File: config.mk
export PLATFORM = sky130hd
export DESIGN_NAME = mac_timestamp_to_calendar_top
export DESIGN_NICKNAME = d
export VERILOG_FILES = /design/src/sv/mtc_pkg.sv /design/src/sv/mac_timestamp_to_calendar_top.sv /design/src/sv/mtc_date_split.sv
export SDC_FILE = /design/constraint.sdc
export NUM_CORES = 2
export LEC_CHECK = 0
export ABC_CLOCK_PERIOD_IN_PS = 9600
export BUFFER_PORTS_ARGS = -buffer_cell sky130_fd_sc_hd__buf_2
export CAP_MARGIN = 20
export CORE_ASPECT_RATIO = 0.7
export CORE_MARGIN = 5
export CORE_UTILIZATION = 60
export DETAILED_ROUTE_END_ITERATION = 10
export PLACE_DENSITY = 0.77
export SLEW_MARGIN = 5
export SYNTH_ARGS = -nofsm -noshare
export SYNTH_HDL_FRONTEND = slang
export SYNTH_HIERARCHICAL = 1
export SYNTH_SLANG_ARGS = --single-unit
File: constraint.sdc
create_clock -name clk -period 9.6 [get_ports clk]
set_input_delay 1.92 -clock clk [delete_from_list [all_inputs] [get_ports clk]]
set_output_delay 1.92 -clock clk [all_outputs]
set_load 0.03 [all_outputs]
File: src/sv/mtc_pkg.sv
`timescale 1ns / 1ps
`default_nettype none

package mtc_pkg;

	localparam int SECONDS_W = 32;
	localparam int YEAR_W    = 11;
	localparam int MONTH_W   = 4;
	localparam int DAY_W     = 5;
	localparam int WEEKDAY_W = 3;
	localparam int HOUR_W    = 5;
	localparam int MINUTE_W  = 6;
	localparam int SECOND_W  = 6;
	localparam int SHIFT_W   = 5;

	localparam int DAYS_W    = 16;  // whole days, below 49711
	localparam int SOD_W     = 17;  // seconds of the day, below 86400
	localparam int REST_W    = 12;  // seconds of the hour, below 3600
	localparam int CYCLE_W   = 6;   // four-year cycles, below 35
	localparam int REM_W     = 11;  // day within a four-year span, below 1461
	localparam int DOY_W     = 9;   // day within a year, below 366

	localparam int OUT_DATA_W = 40;

	localparam int unsigned SECS_PER_DAY   = 86400;
	localparam int unsigned SECS_PER_HOUR  = 3600;
	localparam int unsigned SECS_PER_MIN   = 60;
	localparam int unsigned DAYS_PER_CYCLE = 1461;
	localparam int unsigned DAYS_PER_WEEK  = 7;
	localparam int unsigned HOURS_PER_DAY  = 24;
	localparam int unsigned YEAR3_START    = 1096;
	localparam int unsigned YEAR2_START    = 731;
	localparam int unsigned YEAR1_START    = 366;
	localparam int unsigned YEAR_BASE      = 1904;
	localparam logic [SHIFT_W-1:0] SHIFT_RESET = 5'd1;

	// reciprocal multipliers, exact over the operand ranges above
	// t/86400 == ((t >> 7) * RCP_DAY) >> 35
	localparam logic [25:0] RCP_DAY   = 26'd50903317;
	localparam int          SH_DAY    = 35;
	localparam logic [16:0] RCP_CYCLE = 17'd91868;
	localparam int          SH_CYCLE  = 27;
	localparam logic [16:0] RCP_WEEK  = 17'd74899;
	localparam int          SH_WEEK   = 19;
	localparam logic [17:0] RCP_HOUR  = 18'd149131;
	localparam int          SH_HOUR   = 29;
	localparam logic [12:0] RCP_MIN   = 13'd4370;
	localparam int          SH_MIN    = 18;

	typedef logic [DOY_W-1:0] doy_t;
	typedef doy_t [11:0] month_tbl_t;

	localparam month_tbl_t COMMON_FIRST = '{
		9'd334, 9'd304, 9'd273, 9'd243, 9'd212, 9'd181,
		9'd151, 9'd120, 9'd90,  9'd59,  9'd31,  9'd0
	};
	localparam month_tbl_t LEAP_FIRST = '{
		9'd335, 9'd305, 9'd274, 9'd244, 9'd213, 9'd182,
		9'd152, 9'd121, 9'd91,  9'd60,  9'd31,  9'd0
	};

endpackage

`default_nettype wire

File: src/sv/mac_timestamp_to_calendar_top.sv
`timescale 1ns / 1ps
`default_nettype none

// Each accepted input beat is registered through stages s1 to s6 before it leaves as its output beat.
// Throughput: one beat per cycle; six pipeline stages split the constant
// divisions into reciprocal multiplies with the remainder fixups a stage later.
// Stalls: the whole pipeline holds while the output beat waits.
// Reset (arst_n, asynchronous): clears all stage valid bits and sets hour_shift to 1.
module mac_timestamp_to_calendar_top (
	input  wire                               clk,
	input  wire                               arst_n,
	input  wire                               cfg_valid,
	output logic                              cfg_ready,
	input  wire  [mtc_pkg::SHIFT_W-1:0]       cfg_data,     // hour_shift
	input  wire                               s_tvalid,
	output logic                              s_tready,
	input  wire  [mtc_pkg::SECONDS_W-1:0]     s_tdata,      // [31:0] mac_seconds
	output logic                              m_tvalid,
	input  wire                               m_tready,
	// [10:0] year, [14:11] month, [19:15] day, [22:20] weekday,
	// [27:23] hour, [33:28] minute, [39:34] second
	output logic [mtc_pkg::OUT_DATA_W-1:0]    m_tdata
);
	import mtc_pkg::*;

	logic [SHIFT_W-1:0] hour_shift_q;
	logic               en;
	logic               valid_s1, valid_s2, valid_s3, valid_s4, valid_s5, valid_s6;

	logic [SECONDS_W-1:0] t_s1;
	logic [50:0]          day_prod_s1;
	logic [DAYS_W-1:0]    days_s2;
	logic [SOD_W-1:0]     secs_s2;
	logic [SOD_W-1:0]     secs_s3;
	logic [34:0]          hh_prod_s3;
	logic [HOUR_W-1:0]    hh_s4;
	logic [REST_W-1:0]    rest_s4;
	logic [HOUR_W-1:0]    hour_s5;
	logic [REST_W-1:0]    rest_s5;
	logic [24:0]          mm_prod_s5;
	logic [HOUR_W-1:0]    hour_s6;
	logic [MINUTE_W-1:0]  minute_s6;
	logic [SECOND_W-1:0]  second_s6;

	logic [DAYS_W-1:0]    days_c;
	logic [SECONDS_W-1:0] secs_full_c;
	logic [HOUR_W-1:0]    hh_c;
	logic [SOD_W-1:0]     rest_full_c;
	logic [5:0]           hsum_c;
	logic [5:0]           hour_full_c;
	logic [MINUTE_W-1:0]  mm_c;
	logic [REST_W-1:0]    ss_full_c;

	logic [YEAR_W-1:0]    year;
	logic [MONTH_W-1:0]   month;
	logic [DAY_W-1:0]     day;
	logic [WEEKDAY_W-1:0] weekday;

	assign cfg_ready = 1'b1;

	always_ff @(posedge clk or negedge arst_n) begin
		if (!arst_n) begin
			hour_shift_q <= SHIFT_RESET;
		end else if (cfg_valid) begin
			hour_shift_q <= cfg_data;
		end
	end

	// advance every stage unless the output beat is held
	assign en       = !valid_s6 || m_tready;
	assign s_tready = en;

	always_ff @(posedge clk or negedge arst_n) begin
		if (!arst_n) begin
			valid_s1 <= 1'b0;
			valid_s2 <= 1'b0;
			valid_s3 <= 1'b0;
			valid_s4 <= 1'b0;
			valid_s5 <= 1'b0;
			valid_s6 <= 1'b0;
		end else if (en) begin
			valid_s1 <= s_tvalid;
			valid_s2 <= valid_s1;
			valid_s3 <= valid_s2;
			valid_s4 <= valid_s3;
			valid_s5 <= valid_s4;
			valid_s6 <= valid_s5;
		end
	end

	always_ff @(posedge clk) begin
		if (en) begin
			t_s1        <= s_tdata;
			day_prod_s1 <= 51'(s_tdata[SECONDS_W-1:7]) * 51'(RCP_DAY);
		end
	end

	always_comb begin
		days_c      = day_prod_s1[SH_DAY +: DAYS_W];
		secs_full_c = t_s1 - SECONDS_W'(days_c) * SECONDS_W'(SECS_PER_DAY);
	end

	always_ff @(posedge clk) begin
		if (en) begin
			days_s2 <= days_c;
			secs_s2 <= secs_full_c[SOD_W-1:0];
		end
	end

	always_ff @(posedge clk) begin
		if (en) begin
			secs_s3    <= secs_s2;
			hh_prod_s3 <= 35'(secs_s2) * 35'(RCP_HOUR);
		end
	end

	always_comb begin
		hh_c        = hh_prod_s3[SH_HOUR +: HOUR_W];
		rest_full_c = secs_s3 - SOD_W'(hh_c) * SOD_W'(SECS_PER_HOUR);
	end

	always_ff @(posedge clk) begin
		if (en) begin
			hh_s4   <= hh_c;
			rest_s4 <= rest_full_c[REST_W-1:0];
		end
	end

	// sum is at most 54, so subtracting 48 or 24 brings it below 24
	always_comb begin
		hsum_c = {1'b0, hh_s4} + {1'b0, hour_shift_q};
		priority if (hsum_c >= 6'(2 * HOURS_PER_DAY))
			hour_full_c = hsum_c - 6'(2 * HOURS_PER_DAY);
		else if (hsum_c >= 6'(HOURS_PER_DAY))
			hour_full_c = hsum_c - 6'(HOURS_PER_DAY);
		else
			hour_full_c = hsum_c;
	end

	always_ff @(posedge clk) begin
		if (en) begin
			hour_s5    <= hour_full_c[HOUR_W-1:0];
			rest_s5    <= rest_s4;
			mm_prod_s5 <= 25'(rest_s4) * 25'(RCP_MIN);
		end
	end

	always_comb begin
		mm_c      = mm_prod_s5[SH_MIN +: MINUTE_W];
		ss_full_c = rest_s5 - REST_W'(mm_c) * REST_W'(SECS_PER_MIN);
	end

	always_ff @(posedge clk) begin
		if (en) begin
			hour_s6   <= hour_s5;
			minute_s6 <= mm_c;
			second_s6 <= ss_full_c[SECOND_W-1:0];
		end
	end

	mtc_date_split u_date (
		.clk     (clk),
		.en      (en),
		.days    (days_s2),
		.year    (year),
		.month   (month),
		.day     (day),
		.weekday (weekday)
	);

	assign m_tvalid = valid_s6;
	assign m_tdata  = {second_s6, minute_s6, hour_s6, weekday, day, month, year};

endmodule

`default_nettype wire

File: src/sv/mtc_date_split.sv
`timescale 1ns / 1ps
`default_nettype none

// days since the epoch to year, month, day of month and weekday; four stages
module mtc_date_split (
	input  wire                               clk,
	input  wire                               en,
	input  wire  [mtc_pkg::DAYS_W-1:0]        days,
	output logic [mtc_pkg::YEAR_W-1:0]        year,
	output logic [mtc_pkg::MONTH_W-1:0]       month,
	output logic [mtc_pkg::DAY_W-1:0]         day,
	output logic [mtc_pkg::WEEKDAY_W-1:0]     weekday
);
	import mtc_pkg::*;

	logic [DAYS_W-1:0]   days_s3;
	logic [32:0]         cyc_prod_s3;
	logic [32:0]         wk_prod_s3;

	logic [CYCLE_W-1:0]  cycles_s4;
	logic [REM_W-1:0]    rem_s4;
	logic [WEEKDAY_W-1:0] weekday_s4;

	logic [YEAR_W-1:0]   year_s5;
	logic [DOY_W-1:0]    doy_s5;
	logic                leap_s5;
	logic [WEEKDAY_W-1:0] weekday_s5;

	logic [YEAR_W-1:0]   year_s6;
	logic [MONTH_W-1:0]  month_s6;
	logic [DAY_W-1:0]    day_s6;
	logic [WEEKDAY_W-1:0] weekday_s6;

	logic [CYCLE_W-1:0]  cycles_c;
	logic [DAYS_W-1:0]   week_q_c;
	logic [DAYS_W-1:0]   rem_full_c;
	logic [DAYS_W-1:0]   wk_full_c;
	logic [1:0]          yoff_c;
	logic [REM_W-1:0]    doy_full_c;
	month_tbl_t          tbl_c;
	logic [MONTH_W-1:0]  month_c;
	logic [DOY_W-1:0]    day_full_c;

	always_ff @(posedge clk) begin
		if (en) begin
			days_s3     <= days;
			cyc_prod_s3 <= 33'(days) * 33'(RCP_CYCLE);
			wk_prod_s3  <= 33'(days) * 33'(RCP_WEEK);
		end
	end

	always_comb begin
		cycles_c   = cyc_prod_s3[SH_CYCLE +: CYCLE_W];
		week_q_c   = {2'b00, wk_prod_s3[32:SH_WEEK]};
		rem_full_c = days_s3 - DAYS_W'(cycles_c) * DAYS_W'(DAYS_PER_CYCLE);
		wk_full_c  = days_s3 - week_q_c * DAYS_W'(DAYS_PER_WEEK);
	end

	always_ff @(posedge clk) begin
		if (en) begin
			cycles_s4  <= cycles_c;
			rem_s4     <= rem_full_c[REM_W-1:0];
			weekday_s4 <= wk_full_c[WEEKDAY_W-1:0];
		end
	end

	always_comb begin
		priority if (rem_s4 >= REM_W'(YEAR3_START)) begin
			yoff_c     = 2'd3;
			doy_full_c = rem_s4 - REM_W'(YEAR3_START);
		end else if (rem_s4 >= REM_W'(YEAR2_START)) begin
			yoff_c     = 2'd2;
			doy_full_c = rem_s4 - REM_W'(YEAR2_START);
		end else if (rem_s4 >= REM_W'(YEAR1_START)) begin
			yoff_c     = 2'd1;
			doy_full_c = rem_s4 - REM_W'(YEAR1_START);
		end else begin
			yoff_c     = 2'd0;
			doy_full_c = rem_s4;
		end
	end

	always_ff @(posedge clk) begin
		if (en) begin
			year_s5    <= YEAR_W'(YEAR_BASE) + {3'b000, cycles_s4, 2'b00} + YEAR_W'(yoff_c);
			doy_s5     <= doy_full_c[DOY_W-1:0];
			leap_s5    <= (yoff_c == 2'd0);
			weekday_s5 <= weekday_s4;
		end
	end

	// last month whose first day is not past the day of the year
	always_comb begin
		tbl_c   = leap_s5 ? LEAP_FIRST : COMMON_FIRST;
		month_c = '0;
		for (int k = 1; k < 12; k++) begin
			if (tbl_c[k] <= doy_s5)
				month_c = MONTH_W'(k);
		end
		day_full_c = doy_s5 - tbl_c[month_c] + DOY_W'(1);
	end

	always_ff @(posedge clk) begin
		if (en) begin
			year_s6    <= year_s5;
			month_s6   <= month_c;
			day_s6     <= day_full_c[DAY_W-1:0];
			weekday_s6 <= weekday_s5;
		end
	end

	assign year    = year_s6;
	assign month   = month_s6;
	assign day     = day_s6;
	assign weekday = weekday_s6;

endmodule

`default_nettype wire

## Word level (Yosys, flattened, before mapping)

Cells that the tools add are included.

- $add $sub $neg: 15
- Multiplexer cells: 22
- Order comparisons: 17
- Reduce and logical (&&, ||, !) cells: 3
- Multipliers: 10

Operators with widths:

| operator | number |
|---|---|
| 2-to-1 mux 100 bit | 1 |
| less-or-equal comparator 9 bit | 11 |
| multiplier 25 x 26 -> 51 bit, second input constant | 1 |
| binary-select mux 9 bit (select 4 bit) | 1 |
| multiplier 17 x 18 -> 34 bit, second input constant | 1 |
| multiplier 16 x 17 -> 33 bit, second input constant | 1 |
| multiplier 16 x 15 -> 31 bit, second input constant | 1 |
| 2-to-1 mux 9 bit | 3 |
| multiplier 12 x 12 -> 23 bit, second input constant | 1 |
| subtractor 17 bit | 1 |
| multiplier 16 x 10 -> 10 bit, second input constant | 1 |
| 2-to-1 mux 4 bit | 4 |
| 2-to-1 mux 5 bit | 3 |
| multiplier 14 x 3 -> 3 bit, second input constant | 1 |
| 2-to-1 mux 3 bit | 4 |
| subtractor 12 bit | 1 |
| adder 11 x 2 -> 11 bit | 1 |
| greater-or-equal comparator 11 x 10 -> 1 bit, second input constant | 1 |
| greater-or-equal comparator 11 bit, second input constant | 1 |
| greater-or-equal comparator 11 x 9 -> 1 bit, second input constant | 1 |
| multiplier 6 x 11 -> 11 bit, second input constant | 1 |
| subtractor 11 bit | 1 |
| adder 9 x 9 -> 10 bit, first input constant | 1 |
| subtractor 5 bit, second input constant | 2 |
| 18 further kinds | 22 |

- Bits in registers: 368
- Output and inout bits: 43

## Logic depth before layout (Yosys ltp)

- Depth in word-level cells: 17
- Depth in mapped cells: 26
- Mapped depth without buffers: 26

## Hierarchy

Netlist, hierarchy kept.

Modules (own cells, without submodules):

| module | times used | area each (µm²) | cells each |
|---|---|---|---|
| mac_timestamp_to_calendar_top | 1 | 20746.1 | 1844 |
| mtc_date_split | 1 | 12064.1 | 1120 |

## Worst setup path after synthesis

No wires, ideal clock.

- Path kind: input to output
- Start: input port m_tready
- End: output port s_tready
- Stages: 3
- Buffers on the path: 1
- Data arrival time: 6.515 ns
- Slack: 1.165 ns
- Required time: 7.680 ns
- Path through: nor2b_1 > clkbuf_1 > inv_1

- Word-level cells in the longest chain between the ends: 1

Ends and longest elaborated chain:

| item | RTL line | source |
|---|---|---|
| start, declared | mac_timestamp_to_calendar_top.sv:19 | `input wire m_tready,` |
| logical OR 1 bit | mac_timestamp_to_calendar_top.sv:70 | `assign en = !valid_s6 \|\| m_tready;` |
| end, declared | mac_timestamp_to_calendar_top.sv:16 | `output logic s_tready,` |

Every way passes these cells.

## Final worst setup path

- Start: input port s_tdata[19] (netlist bit)
- End: register day_prod_s1[44], data pin

- Word-level cells in the longest chain between the ends: 1

Ends and longest elaborated chain:

| item | RTL line | source |
|---|---|---|
| start, declared | mac_timestamp_to_calendar_top.sv:17 | `input wire [mtc_pkg::SECONDS_W-1:0] s_tdata,` |
| multiplier 25 x 26 -> 51 bit | mac_timestamp_to_calendar_top.sv:94 | `day_prod_s1 <= 51'(s_tdata[SECONDS_W-1:7]) * 51'(RCP_DAY);` |
| end signal, assigned | mac_timestamp_to_calendar_top.sv:94 |  |
| end, declared | mac_timestamp_to_calendar_top.sv:31 | `logic [50:0] day_prod_s1;` |

Every way passes these cells.
A chain may end at the register's enable or synchronous reset.

==> insert_results.sql <==
INSERT INTO impl_metrics (metric_group, metric, value, unit) VALUES
('run_status', 'outcome', 'complete, no violations', ''),
('timing', 'hold_viol', '0', ''),
('floorplanning', 'row_count', '71', ''),
('detailed_routing', 'routedWlPerCell', '18.3', 'um'),
('global_route', 'grt_max_degree', '133', ''),
('final_layout', 'drive_above_1_share', '5.13', '%'),
('cts', 'clock-sinks', '230', ''),
('detailed_routing', 'postRouteAntennaNets', '0', ''),
('worst_setup_path', 'cp-end-kind', 'register', ''),
('final_layout', 'multiInputGateArea', '22700', 'um2'),
('placement', 'detailed_place_hpwl', '59700', 'um'),
('run', 'cap_viol_max_count', '0', ''),
('worst_setup_path', 'critical_path.slowest_cell', 'fa_1', ''),
('min_path', 'min-delay-path-class', 'register to register', ''),
('synth', 'yosysUniqueCellTypes', '83', ''),
('floorplanning', 'core_area', '53900', 'um2'),
('placement', 'gp_routability_congestion', '0.973', ''),
('timing', 'grt_setup_unrepaired', 'no', ''),
('synth', 'synth.area.mux_share', '0.404', '%'),
('placement', 'port_buffers', '83', ''),
('synth', 'synth-simple-area-share', '3.57', '%'),
('worst_setup_path', 'crit_path_frequent_cell', 'fa_1', ''),
('final_layout', 'seqCellArea', '6850', 'um2'),
('worst_setup_path', 'worstSetupStartpointType', 'input pin', ''),
('timing', 'post-route-period-util', '80.3', '%'),
('global_route', 'wire_length_of_the_first_global_routing_pass', '115000', 'um'),
('synth', 'synth.yosys.warnings', '6', ''),
('cts', 'cts_root_buf', 'clkbuf_16', ''),
('worst_setup_path', 'setup.worst_path.class', 'input pin to register', ''),
('floorplanning', 'design.portCount', '85', ''),
('timing', 'max_slew.worst_pin.slew', '1110', 'ps'),
('synth', 'post_synthesis_xor_xnor_area_fraction', '3.34', '%'),
('worst_setup_path', 'critical_path.n_buffers_inverters', '5', ''),
('timing', 'timing_max_transition_violations_final', '0', ''),
('synth', 'sequential_cell_area_fraction_in_the_yosys_report', '20.9', '%'),
('floorplanning', 'initial_core_util', '60.8', '%'),
('final_layout', 'area_growth_syn_to_layout', '6.40', '%'),
('global_route', 'grt_overflow_total', '0', ''),
('synth', 'summed_instance_area_of_the_synthesized_netlist', '32800', 'um2'),
('cts', 'post-cts-setup-buffers', '0', ''),
('cts', 'htree_num_levels', '1', ''),
('global_route', 'grt_antenna_before_repair', '2', ''),
('timing', 'fin_tns_setup', '0', 'ps'),
('final_layout', 'fin_nets', '4318', ''),
('cts', 'numCtsBuffers', '26', ''),
('synth', 'yosys.cell_count.top_type', 'inv_1', ''),
('worst_setup_path', 'crit_required', '9900', 'ps'),
('worst_setup_path', 'critical_path.max_stage_delay', '570', 'ps'),
('cts', 'cts_resized', '0', ''),
('timing', 'finalSetupViolations', '0', ''),
('worst_setup_path', 'crit_path_arrival_time', '8000', 'ps'),
('synth', 'synth.ff_latch_count', '230', ''),
('worst_setup_path', 'cp_top_delay_family', 'adder cells', ''),
('synth', 'synth-adder-area-share', '55.9', '%'),
('final_layout', 'nFillCells', '4195', ''),
('detailed_routing', 'post-route-drc-count', '0', ''),
('cts', 'post_cts_hold_buffer_count', '0', ''),
('synth', 'syn-num-nets', '4220', ''),
('detailed_routing', 'first_iter_violations', '1298', ''),
('synth', 'synth_compound_area_share', '6.07', '%'),
('synth', 'synth_top_cells_by_count', 'inv_1 (829), ha_1 (793), fa_1 (421)', ''),
('synth', 'synthDominantAreaCellType', 'ha_1', ''),
('global_route', 'first_global_vias', '22317', ''),
('synth', 'mean_cell_area_of_the_mapped_netlist', '11.1', 'um2'),
('floorplanning', 'dieHeight', '206', 'um'),
('worst_setup_path', 'crit_fanout', '8', ''),
('cts', 'cts_tree', 'yes', ''),
('cts', 'clock_latency', '550', 'ps'),
('synth', 'synth_edf_count', '219', ''),
('timing', 'timing.final.crit_period', '7710', 'ps'),
('floorplanning', 'die_width', '290', 'um');
==> sequential cells by signal, summed over array words and instances, names as in the netlist, 6 cells and up <==
name / flops
second_s6: 6
rest_s4: 12
minute_s6: 6
rest_s5: 6
u_date/cycles_s4: 6
u_date/doy_s5: 9
secs_s3: 12
u_date/cyc_prod_s3: 6
secs_s2: 17
u_date/year: 10
day_prod_s1: 16
u_date/year_s5: 10
t_s1: 17
days_s2: 16
u_date/days_s3: 11
mm_prod_s5: 6
u_date/rem_s4: 11
==> per-layer routing <==
layer	wire [um]	up-vias	GRT usage (%)
li1	-	9813	-
met1	32900	10052	35.3
met2	30800	485	38.6
met3	4640	95	5.16
met4	1240	2	4.09
met5	7	-	0
==> cells by family (layout without fill, tap and decap cells) <==
| family | Yosys count | after routing |
|---|---|---|
| other | 1 | 1 |
| buffers and inverters | 845 | 963 |
| AND/OR/NAND/NOR | 233 | 233 |
| AO/OA/AOI/OAI | 304 | 304 |
| multiplexers | 12 | 12 |
| flip-flops | 230 | 230 |
| adder cells (fa/ha/maj) | 1214 | 1214 |
| XOR/XNOR | 125 | 125 |
==> layout by cell type (no fill, tap or decap), types with 3 or more instances in the layout <==
| cell type | netlist | routed |
|---|---|---|
| o2111ai_1 | 3 | 3 |
| buf_2 | 2 | 83 |
| nand4_1 | 15 | 15 |
| inv_1 | 829 | 828 |
| o21bai_1 | 13 | 13 |
| clkinv_1 | 0 | 9 |
| o21a_1 | 6 | 6 |
| clkinv_2 | 0 | 3 |
| a21oi_1 | 89 | 89 |
| nor3b_1 | 3 | 3 |
| nor3_1 | 18 | 18 |
| dfrtp_1 | 10 | 10 |
| nand2b_1 | 14 | 14 |
| xor2_1 | 30 | 30 |
| a211oi_1 | 11 | 11 |
| a31oi_1 | 12 | 12 |
| a221oi_1 | 4 | 4 |
| o21ai_0 | 60 | 60 |
| edfxtp_1 | 219 | 219 |
| o211ai_1 | 9 | 9 |
| or3_1 | 8 | 8 |
| o31ai_1 | 5 | 5 |
| o22ai_1 | 3 | 3 |
| nand3_1 | 26 | 26 |
| xnor2_1 | 95 | 95 |
| a21boi_0 | 6 | 6 |
| and3_1 | 7 | 7 |
| ha_1 | 793 | 793 |
| fa_1 | 421 | 421 |
| clkbuf_16 | 0 | 26 |
| mux2_2 | 10 | 10 |
| or2_2 | 7 | 7 |
| nor2_1 | 55 | 55 |
| nand2_1 | 52 | 52 |
| nor2b_1 | 12 | 12 |
| a21o_1 | 47 | 47 |
==> metrics by stage <==
| stage | instances | setup slack, ps | hold WS, ps | util (%) | instance area [um2] |
|---|---|---|---|---|---|
| 2_1_floorplan | 2964 | 1160 | 400 | - | 32800 |
| 3_3_place_gp | 3763 | 1430 | 401 | 63.2 | 34100 |
| 3_5_place_dp | 3763 | 1330 | 405 | 63.2 | 34100 |
| 4_1_cts | 3811 | 1910 | 412 | 64.7 | 34900 |
| 5_1_grt | 3812 | 1620 | 419 | 64.7 | 34900 |
| 6_report | 3812 | 1890 | 410 | 64.7 | 34900 |
==> worst paths after layout <==
check	startpoint	end	slack, ps	cells after the start
max	s_tdata[19]	day_prod_s1[44]$_DFFE_PP_	1890	23
min	t_s1[1]$_DFFE_PP_	secs_s2[1]$_DFFE_PP_	410	0
max reg2reg	days_s2[10]$_DFFE_PP_	u_date/cyc_prod_s3[29]$_DFFE_PP_	2730	18
min reg2reg	t_s1[1]$_DFFE_PP_	secs_s2[1]$_DFFE_PP_	410	0
max in group asynchronous	arst_n	hour_shift_q[0]$_DFFE_PN1P_	8100	1
min in group asynchronous	arst_n	valid_s2$_DFFE_PN0P_	1230	1
==> area by class of cell <==
class	count	area share, %
flip-flops and latches	230	19.6
inverters	830	8.95
repair buffers	85	1.29
clock buffers	28	1.89
multi-input cells	1889	65.2
well taps	730	2.62
clock inverters	20	0.477
Power is left out: the tool's default activity adds up to more than one toggle a clock period on the data nets, which glitch-free logic cannot reach.
